<file path="config.mk">
export PLATFORM = sky130hd
export DESIGN_NAME = periodic_task_slot_table
export DESIGN_NICKNAME = d
export VERILOG_FILES = /design/src/hw/rtl/ptst_pkg.sv /design/src/hw/rtl/periodic_task_slot_table.sv /design/src/hw/rtl/ptst_ram.sv
export SDC_FILE = /design/constraint.sdc
export NUM_CORES = 2
export LEC_CHECK = 0
export BUFFER_PORTS_ARGS = -buffer_cell sky130_fd_sc_hd__buf_2
export CORE_ASPECT_RATIO = 1.5
export CORE_UTILIZATION = 40
export CTS_CLUSTER_SIZE = 14
export DETAILED_ROUTE_END_ITERATION = 6
export PLACE_DENSITY = 0.63
export SETUP_SLACK_MARGIN = 0.05
export SYNTH_ARGS = -nofsm -noshare
export SYNTH_HDL_FRONTEND = slang
export SYNTH_SLANG_ARGS = --single-unit
export TNS_END_PERCENT = 50
</file>
<file path="constraint.sdc">
create_clock -name clk -period 8.15 [get_ports clk]
set_clock_uncertainty 0.1 [all_clocks]
set_input_delay 0.4075 -clock clk [delete_from_list [all_inputs] [get_ports clk]]
set_output_delay 0.4075 -clock clk [all_outputs]
set_load 0.005 [all_outputs]
</file>
<file path="src/hw/rtl/ptst_pkg.sv">
// ----------------------------------------------------------------------------
// ptst_pkg
// types, codes and sizes for the periodic task slot table
// ----------------------------------------------------------------------------
`default_nettype none

package ptst_pkg;

    localparam int SLOTS        = 10;
    localparam int TICK_MS      = 25;
    localparam int RUN_CAP      = 10;
    localparam int INTERVAL_MAX = 4095;

    localparam int OP_W     = 3;
    localparam int IDENT_W  = 16;
    localparam int HANDLE_W = 4;
    localparam int MSEC_W   = 16;
    localparam int STATUS_W = 2;
    localparam int IV_W     = 12;
    localparam int TICK_W   = 32;

    localparam int SLOT_W = (SLOTS > 1) ? $clog2(SLOTS) : 1;
    localparam int CNT_W  = $clog2(SLOTS + 1);

    localparam int IN_DATA_W  = 40;
    localparam int OUT_DATA_W = 24;

    // reciprocal of the tick length, exact floor quotient for 16-bit periods
    localparam int RECIP_SHIFT = 32;
    localparam int RECIP_W     = RECIP_SHIFT + 1;
    localparam int PROD_W      = MSEC_W + RECIP_W;
    localparam logic [RECIP_W-1:0] TICK_RECIP =
        RECIP_W'(((64'd1 << RECIP_SHIFT) + 64'(TICK_MS) - 64'd1) / 64'(TICK_MS));

    localparam logic [OP_W-1:0] OP_SCHEDULE   = 3'd0;
    localparam logic [OP_W-1:0] OP_RESCHEDULE = 3'd1;
    localparam logic [OP_W-1:0] OP_UNSCHEDULE = 3'd2;
    localparam logic [OP_W-1:0] OP_CLEAR_ALL  = 3'd3;
    localparam logic [OP_W-1:0] OP_TICK       = 3'd4;
    localparam logic [OP_W-1:0] OP_EXECUTE    = 3'd5;

    localparam logic [STATUS_W-1:0] STS_OK       = 2'd0;
    localparam logic [STATUS_W-1:0] STS_FULL     = 2'd1;
    localparam logic [STATUS_W-1:0] STS_MISMATCH = 2'd2;

    typedef struct packed {
        logic [IDENT_W-1:0] ident;
        logic [IV_W-1:0]    interval;
        logic [TICK_W-1:0]  deadline;
    } slot_entry_t;

endpackage

`default_nettype wire

</file>
<file path="src/hw/rtl/periodic_task_slot_table.sv">
// ----------------------------------------------------------------------------
// periodic_task_slot_table
// cooperative periodic task scheduler kept as a slot memory
// ----------------------------------------------------------------------------
// requests arrive on s_axis: the opcode in tuser, identifier, handle and
// period in tdata. every request gives one response on m_axis, except execute,
// which gives one per due task with tlast on the final one, or one if none is due.
// slot identifier, interval and deadline live in a one-port-read ram; the
// used and due marks, the tick counter and the ready flag are flops.
// one request is in work at a time; s_axis_tready is high while idle, and
// the next request is taken the cycle after the last response is loaded.
// steps from request to response (output register free):
//   clear all, unknown opcodes, schedule on a full table, handle out of
//   range, execute with nothing due: emit; schedule: slot write, then emit;
//   reschedule, unschedule: slot read and check, then emit;
//   tick: each slot read, then compared and written back as the next is read;
//   execute: slots scanned in order, one response per due task found.
// a response waits in the output register while m_axis_tready is low;
// the next request is taken meanwhile and stalls only at its own response.
// reset empties all slots, clears the counter and the ready flag at once;
// no clearing pass runs, stale ram contents of empty slots are never used.
// ----------------------------------------------------------------------------
`default_nettype none

module periodic_task_slot_table (
    input  wire logic                           clk,
    input  wire logic                           rst_n,
    input  wire logic                           s_axis_tvalid,
    output logic                                s_axis_tready,
    // task_ident[15:0], slot_handle[19:16], period_msec[35:20], zero pad
    input  wire logic [ptst_pkg::IN_DATA_W-1:0] s_axis_tdata,
    // opcode[2:0]
    input  wire logic [ptst_pkg::OP_W-1:0]      s_axis_tuser,
    output logic                                m_axis_tvalid,
    input  wire logic                           m_axis_tready,
    // status[1:0], result_slot[5:2], due_ident[21:6], ready_now[22], zero pad
    output logic [ptst_pkg::OUT_DATA_W-1:0]     m_axis_tdata,
    // due_valid
    output logic                                m_axis_tuser,
    // last_of_run
    output logic                                m_axis_tlast
);

    import ptst_pkg::*;

    localparam logic [2:0] ST_IDLE     = 3'd0;
    localparam logic [2:0] ST_SCHED    = 3'd1;
    localparam logic [2:0] ST_CHECK    = 3'd2;
    localparam logic [2:0] ST_TICK     = 3'd3;
    localparam logic [2:0] ST_EXEC     = 3'd4;
    localparam logic [2:0] ST_EXEC_OUT = 3'd5;
    localparam logic [2:0] ST_EMIT     = 3'd6;

    logic [2:0]            state_reg, state_next;
    logic [OP_W-1:0]       op_reg;
    logic [IDENT_W-1:0]    ident_reg;
    logic [PROD_W-1:0]     prod_reg;
    logic [SLOT_W-1:0]     sel_reg, sel_next;
    logic [CNT_W-1:0]      idx_reg, idx_next;
    logic                  chk_valid_reg, chk_valid_next;
    logic [SLOT_W-1:0]     chk_idx_reg, chk_idx_next;
    logic [CNT_W-1:0]      n_reg, n_next;
    logic [CNT_W-1:0]      picks_reg, picks_next;
    logic [SLOTS-1:0]      used_reg, used_next;
    logic [SLOTS-1:0]      due_reg, due_next;
    logic [TICK_W-1:0]     tick_reg, tick_next;
    logic                  ready_reg, ready_next;
    logic [STATUS_W-1:0]   pend_status_reg, pend_status_next;
    logic [HANDLE_W-1:0]   pend_slot_reg, pend_slot_next;

    logic                  out_valid_reg, out_valid_next;
    logic [STATUS_W-1:0]   out_status_reg;
    logic [HANDLE_W-1:0]   out_slot_reg;
    logic [IDENT_W-1:0]    out_ident_reg;
    logic                  out_dv_reg;
    logic                  out_ready_reg;
    logic                  out_last_reg;

    logic                  out_load;
    logic [STATUS_W-1:0]   res_status;
    logic [HANDLE_W-1:0]   res_slot;
    logic [IDENT_W-1:0]    res_ident;
    logic                  res_dv;
    logic                  res_last;

    logic                  ram_wr_en;
    logic [SLOT_W-1:0]     ram_wr_addr;
    slot_entry_t           ram_wr_data;
    logic [SLOT_W-1:0]     ram_rd_addr;
    slot_entry_t           ram_rd_data;

    logic                  accept;
    logic                  out_free;
    logic [IDENT_W-1:0]    in_ident;
    logic [HANDLE_W-1:0]   in_handle;
    logic [MSEC_W-1:0]     in_msec;
    logic [MSEC_W-1:0]     msec_clamped;
    logic [PROD_W-1:0]     prod_full;
    logic [PROD_W-RECIP_SHIFT-1:0] quot;
    logic [IV_W-1:0]       interval;
    logic                  free_found;
    logic [SLOT_W-1:0]     free_idx;
    logic [SLOTS-1:0]      due_mask;
    logic [CNT_W-1:0]      due_total;
    logic [SLOT_W-1:0]     scan_idx;
    logic                  tick_hit;

    assign in_ident  = s_axis_tdata[15:0];
    assign in_handle = s_axis_tdata[19:16];
    assign in_msec   = s_axis_tdata[35:20];

    assign s_axis_tready = (state_reg == ST_IDLE);
    assign accept        = s_axis_tvalid && s_axis_tready;
    assign out_free      = !out_valid_reg || m_axis_tready;

    // period to ticks through a reciprocal multiply, short periods count as one tick
    assign msec_clamped = (in_msec < MSEC_W'(TICK_MS)) ? MSEC_W'(TICK_MS) : in_msec;
    assign prod_full    = msec_clamped * TICK_RECIP;
    assign quot         = prod_reg[PROD_W-1:RECIP_SHIFT];
    assign interval     = (quot > (PROD_W-RECIP_SHIFT)'(INTERVAL_MAX))
                          ? IV_W'(INTERVAL_MAX) : quot[IV_W-1:0];

    always_comb
    begin
        free_found = 1'b0;
        free_idx   = '0;
        for (int i = SLOTS - 1; i >= 0; i--)
        begin
            if (!used_reg[i])
            begin
                free_found = 1'b1;
                free_idx   = SLOT_W'(i);
            end
        end
    end

    assign due_mask  = used_reg & due_reg;
    assign due_total = CNT_W'($countones(due_mask));
    assign scan_idx  = idx_reg[SLOT_W-1:0];
    assign tick_hit  = chk_valid_reg && used_reg[chk_idx_reg]
                       && (ram_rd_data.deadline == tick_reg);

    always_comb
    begin
        state_next       = state_reg;
        sel_next         = sel_reg;
        idx_next         = idx_reg;
        chk_valid_next   = 1'b0;
        chk_idx_next     = chk_idx_reg;
        n_next           = n_reg;
        picks_next       = picks_reg;
        used_next        = used_reg;
        due_next         = due_reg;
        tick_next        = tick_reg;
        ready_next       = ready_reg;
        pend_status_next = pend_status_reg;
        pend_slot_next   = pend_slot_reg;
        out_valid_next   = out_valid_reg && !m_axis_tready;
        out_load         = 1'b0;
        res_status       = STS_OK;
        res_slot         = '0;
        res_ident        = '0;
        res_dv           = 1'b0;
        res_last         = 1'b1;
        ram_wr_en        = 1'b0;
        ram_wr_addr      = sel_reg;
        ram_wr_data      = '{ident: ident_reg, interval: interval,
                             deadline: tick_reg + TICK_W'(interval)};
        ram_rd_addr      = scan_idx;

        unique case (state_reg)
            ST_IDLE:
            begin
                ram_rd_addr = in_handle[SLOT_W-1:0];
                if (accept)
                begin
                    pend_status_next = STS_OK;
                    pend_slot_next   = '0;
                    state_next       = ST_EMIT;
                    unique case (s_axis_tuser) inside
                        OP_SCHEDULE:
                        begin
                            if (free_found)
                            begin
                                sel_next   = free_idx;
                                state_next = ST_SCHED;
                            end
                            else
                            begin
                                pend_status_next = STS_FULL;
                            end
                        end
                        OP_RESCHEDULE, OP_UNSCHEDULE:
                        begin
                            if (int'(in_handle) >= SLOTS)
                            begin
                                pend_status_next = STS_FULL;
                                pend_slot_next   = in_handle;
                            end
                            else
                            begin
                                sel_next   = in_handle[SLOT_W-1:0];
                                state_next = ST_CHECK;
                            end
                        end
                        OP_CLEAR_ALL:
                        begin
                            used_next = '0;
                            due_next  = '0;
                        end
                        OP_TICK:
                        begin
                            tick_next  = tick_reg + TICK_W'(1);
                            idx_next   = '0;
                            state_next = ST_TICK;
                        end
                        OP_EXECUTE:
                        begin
                            if (ready_reg)
                            begin
                                // tasks beyond one run stay due and keep the flag up
                                ready_next = (int'(due_total) > RUN_CAP);
                                if (due_total != '0)
                                begin
                                    picks_next = (int'(due_total) > RUN_CAP)
                                                 ? CNT_W'(RUN_CAP) : due_total;
                                    idx_next   = '0;
                                    n_next     = '0;
                                    state_next = ST_EXEC;
                                end
                            end
                        end
                        default:
                        begin
                        end
                    endcase
                end
            end

            ST_SCHED:
            begin
                ram_wr_en          = 1'b1;
                used_next[sel_reg] = 1'b1;
                due_next[sel_reg]  = 1'b0;
                pend_slot_next     = HANDLE_W'(sel_reg);
                state_next         = ST_EMIT;
            end

            ST_CHECK:
            begin
                ram_rd_addr    = sel_reg;
                pend_slot_next = HANDLE_W'(sel_reg);
                state_next     = ST_EMIT;
                if (!used_reg[sel_reg] || (ram_rd_data.ident != ident_reg))
                begin
                    pend_status_next = STS_MISMATCH;
                end
                else
                begin
                    pend_status_next  = STS_OK;
                    due_next[sel_reg] = 1'b0;
                    if (op_reg == OP_RESCHEDULE)
                    begin
                        ram_wr_en = 1'b1;
                    end
                    else
                    begin
                        used_next[sel_reg] = 1'b0;
                    end
                end
            end

            ST_TICK:
            begin
                // read slot idx while slot idx-1 is compared and written back
                if (int'(idx_reg) < SLOTS)
                begin
                    chk_valid_next = 1'b1;
                    chk_idx_next   = scan_idx;
                    idx_next       = idx_reg + CNT_W'(1);
                end
                else if (!chk_valid_reg)
                begin
                    state_next = ST_EMIT;
                end
                if (tick_hit)
                begin
                    ram_wr_en              = 1'b1;
                    ram_wr_addr            = chk_idx_reg;
                    ram_wr_data            = '{ident: ram_rd_data.ident,
                                               interval: ram_rd_data.interval,
                                               deadline: tick_reg
                                                   + TICK_W'(ram_rd_data.interval)};
                    due_next[chk_idx_reg]  = 1'b1;
                    ready_next             = 1'b1;
                end
            end

            ST_EXEC:
            begin
                if (due_mask[scan_idx])
                begin
                    state_next = ST_EXEC_OUT;
                end
                else
                begin
                    idx_next = idx_reg + CNT_W'(1);
                end
            end

            ST_EXEC_OUT:
            begin
                if (out_free)
                begin
                    out_load           = 1'b1;
                    out_valid_next     = 1'b1;
                    res_slot           = HANDLE_W'(scan_idx);
                    res_ident          = ram_rd_data.ident;
                    res_dv             = 1'b1;
                    res_last           = ((n_reg + CNT_W'(1)) == picks_reg);
                    due_next[scan_idx] = 1'b0;
                    n_next             = n_reg + CNT_W'(1);
                    idx_next           = idx_reg + CNT_W'(1);
                    state_next         = res_last ? ST_IDLE : ST_EXEC;
                end
            end

            ST_EMIT:
            begin
                if (out_free)
                begin
                    out_load       = 1'b1;
                    out_valid_next = 1'b1;
                    res_status     = pend_status_reg;
                    res_slot       = pend_slot_reg;
                    state_next     = ST_IDLE;
                end
            end

            default:
            begin
                state_next = ST_IDLE;
            end
        endcase
    end

    always_ff @(posedge clk or negedge rst_n)
    begin
        if (!rst_n)
        begin
            state_reg     <= ST_IDLE;
            idx_reg       <= '0;
            chk_valid_reg <= 1'b0;
            n_reg         <= '0;
            picks_reg     <= '0;
            used_reg      <= '0;
            due_reg       <= '0;
            tick_reg      <= '0;
            ready_reg     <= 1'b0;
            out_valid_reg <= 1'b0;
        end
        else
        begin
            state_reg     <= state_next;
            idx_reg       <= idx_next;
            chk_valid_reg <= chk_valid_next;
            n_reg         <= n_next;
            picks_reg     <= picks_next;
            used_reg      <= used_next;
            due_reg       <= due_next;
            tick_reg      <= tick_next;
            ready_reg     <= ready_next;
            out_valid_reg <= out_valid_next;
        end
    end

    always_ff @(posedge clk)
    begin
        sel_reg         <= sel_next;
        chk_idx_reg     <= chk_idx_next;
        pend_status_reg <= pend_status_next;
        pend_slot_reg   <= pend_slot_next;
        if (accept)
        begin
            op_reg    <= s_axis_tuser;
            ident_reg <= in_ident;
            prod_reg  <= prod_full;
        end
        if (out_load)
        begin
            out_status_reg <= res_status;
            out_slot_reg   <= res_slot;
            out_ident_reg  <= res_ident;
            out_dv_reg     <= res_dv;
            out_ready_reg  <= ready_reg;
            out_last_reg   <= res_last;
        end
    end

    ptst_ram #(
        .WIDTH ($bits(slot_entry_t)),
        .DEPTH (SLOTS)
    ) u_slot_ram (
        .clk     (clk),
        .wr_en   (ram_wr_en),
        .wr_addr (ram_wr_addr),
        .wr_data (ram_wr_data),
        .rd_addr (ram_rd_addr),
        .rd_data (ram_rd_data)
    );

    assign m_axis_tvalid = out_valid_reg;
    assign m_axis_tdata  = {1'b0, out_ready_reg, out_ident_reg, out_slot_reg, out_status_reg};
    assign m_axis_tuser  = out_dv_reg;
    assign m_axis_tlast  = out_last_reg;

endmodule

`default_nettype wire

</file>
<file path="src/hw/rtl/ptst_ram.sv">
// ----------------------------------------------------------------------------
// ptst_ram
// simple dual-port ram, one write port, one read port with registered data
// ----------------------------------------------------------------------------
`default_nettype none

module ptst_ram #(
    parameter int WIDTH = 8,
    parameter int DEPTH = 16
) (
    input  wire logic                                      clk,
    input  wire logic                                      wr_en,
    input  wire logic [((DEPTH > 1) ? $clog2(DEPTH) : 1)-1:0] wr_addr,
    input  wire logic [WIDTH-1:0]                          wr_data,
    input  wire logic [((DEPTH > 1) ? $clog2(DEPTH) : 1)-1:0] rd_addr,
    output logic      [WIDTH-1:0]                          rd_data
);

    logic [WIDTH-1:0] mem [DEPTH];

    always_ff @(posedge clk)
    begin
        if (wr_en)
        begin
            mem[wr_addr] <= wr_data;
        end
        rd_data <= mem[rd_addr];
    end

endmodule

`default_nettype wire

</file>
==> summary.txt <==
Setup slack after layout: 1.44 ns
Main synth FF type: edfxtp_1
Hold_sp: s_axis_tdata[16]
Cells after synthesis: 2759
Syn-to-layout area delta: 11.4%
Worst slew pin tran: 1.17 ns
CORE AREA: 97200 um^2
Startpoint Class: input pin
Tcrit/Tclk final: 82.4%
1st-iter DRT viols: 1446
Synthesized cell area: 39300 um^2
Crit Path Max Fanout: 6
Aggregate global-route resource usage: 18.9%
CP Buf/Inv Count: 7
Fmax: 149 MHz
I/O Pins: 75
Slew margin rel.: 20.9%
Crit path max-delay family: adder cells
Global route overflow: 0
RD Place Congestion: 0.878
First-pass GRT wire length: 143000 um
Post-Route Setup TNS: 0 ns
# setup viols final: 0
CP Data Required Time: 8.43 ns
Run status: complete, no violations
Leading area contributor after synthesis: edfxtp_1
Row count: 140
Worst vdd ir: 0.340 mV
Post-synth top area share: 51.2%
Reg2Reg Launch Point: state_reg[0]$_DFFE_PN0P_
Final wirelength: 92600 um
Setup CP Type: in -> reg
Share of cells above drive strength 1: 14.3%
CP endpoint kind: register
Num Clock Sinks: 800
Most area-consuming cells after synthesis: edfxtp_1, mux4_2, fa_1, ha_1, dfrtp_1
Final Hold Fails: 0
CTS Buf Count: 74
Async set-reset flop share out of synthesis: 8.75%
# Max-Cap Violations: 0
Fin nets: 3209
Flop and latch count out of synthesis: 800
DRC viols: 0
Slowest CP cell: fa_1
Setup Fix Bufs, Post-CTS: 0
Clock latency at the later pin of the worst-skew pair: 0.64 ns
Drt pass-1 iters: 6
Root buffer cell: clkbuf_16
Flip-flop count of the largest register after layout: 600
Min Tclk post-route: 6.71 ns
Die area: 99600 um^2
Max stage delay on crit path: 0.54 ns
Vias: 22600
Final Max Slew Viols: 0
Unrepaired setup endpoints after global routing: false
Cell area power density: 345 nW/um^2
I/O Buffers: 69
Antenna viol nets, final: 0
Data arrival, critical path: 6.99 ns
CTS Buffer Depth: 3
Vias/cell: 5.42
Most frequent cell after synthesis: edfxtp_1
CTS tree: yes
Clock transition at path regs: 0.06 ns
Pre-CTS WS: 0.800 ns
Ys Warns: 0
Register area share after synthesis: 58.7%
Critical Path Source: s_axis_tdata[34]
Post-DP HPWL: 60600 um
Syn_area_per_cell: 14.3 um^2
P_leak: 0.0160 uW
Avg WL per Cell: 22.2 um
Die X: 258 um
Synth top cells by count: edfxtp_1, nand2_1, inv_1, ha_1, fa_1
Top cell by count, worst path: fa_1
EDFF count, synth: 670
Initial Utilization: 40.5%
Initial antenna violation count: 1
Largest net degree at the start of global routing: 102
Netlist cell types: 76
Hold Path Class: in -> reg
Max H-tree Level: 3
Vias in the first global route: 24400
Synth Net Count: 3132
Die H: 386 um
[final cells by class]
cell class	instances	area, um^2
Multi-Input combinational cell	1595	15000
Clock inverter	23	288
Timing Repair Buffer	129	853
Tap cell	1278	1600
Clock buffer	112	2140
Fill cell	8619	53400
Inverter	236	886
Sequential cell	800	23100
Antenna cell	1	2.50
[cell families (layout without fill, tap and decap cells)]
kind of cell / after synthesis / count (layout) / share of synthesized area, %
xor gates and xnor gates: 134 / 134 / 2.98
DFF: 800 / 800 / 58.7
buffers and inverters: 364 / 500 / 3.62
adders and majority gates: 326 / 326 / 12.8
muxes: 167 / 167 / 8.36
AOI/OAI and AO/OA: 365 / 365 / 5.92
and+or+nand+nor: 602 / 602 / 7.60
other: 1 / 2 / 0.00954
[through the flow]
step                std cells  instance area (um^2)  hold WS [ns]  utilization, %  power [uW]
global route             4174                 43800        0.0389            45.1       16100
global placement         4021                 41200         0.352            42.4       11700
detailed placement       4021                 41200         0.357            42.4       11800
floorplan                2759                 39300        0.0119               -       10100
CTS                      4173                 43800        0.0109            45.1       15300
finish                   4174                 43800        0.0470            45.1       15100
[timing repair]
action                                 CTS  global route
gates resized for setup                  0             0
hold buffers                            17             0
endpoints found under the hold margin   86             0
[worst paths after layout]
kind                                                   endpoint  slack [ns]  cells after the start
worst max-delay path                     prod_reg[43]$_DFFE_PP_        1.44                     26
worst min-delay path                       sel_reg[0]$_DFFE_PP_        0.05                      3
worst max register to register  u_slot_ram.mem[0][48]$_DFFE_PP_        2.89                      9
worst min register to register          out_ready_reg$_DFFE_PP_        0.38                      0
max in group asynchronous               tick_reg[1]$_DFFE_PN0P_        6.85                      2
min in group asynchronous               used_reg[8]$_DFFE_PN0P_        0.35                      2
[routing by layer]
metal | track usage, % | wire length [um] | up-vias
met5 | 0 | 0 | -
met4 | 6.83 | 2770 | 0
met3 | 1.93 | 3150 | 160
met2 | 36.8 | 51300 | 522
met1 | 20.9 | 35400 | 11700
li1 | - | - | 10200
[cells in the final DEF (no fill, tap or decap), drive strengths merged, types with 11 or more instances in the layout]
cell type / n
nand2b: 21
a21oi: 82
nand4: 25
nand3: 33
xnor2: 68
inv: 238
buf: 112
clkbuf: 112
nand2: 250
nor3: 29
nor2: 83
edfxtp: 670
fa: 129
and3: 24
a21o: 19
mux2: 31
a211oi: 63
dfrtp: 70
clkinv: 14
a31oi: 74
nor2b: 79
xor2: 66
mux4: 126
nor4: 15
o21ai: 68
dlygate4sd3: 17
dfxtp: 60
o211ai: 11
ha: 197
[worst register-to-register path: stages (launching register included)]
cell     delay [ns]
dfrtp_1        0.78
and3b_1        0.37
nand4_1        0.20
nor4_1         0.47
nand4_1        0.28
buf_4          0.38
nor3_1         0.51
a21oi_1        0.30
nor2_4         0.82
buf_4          0.64
[report_power, final]
part / total [uW] / switching [uW] / internal (uW)
Sequential: 5360 / 280 / 5080
Clock: 3470 / 1490 / 1980
Combinational: 6280 / 3690 / 2590
Note: power is estimated with default switching activity, not from simulation.
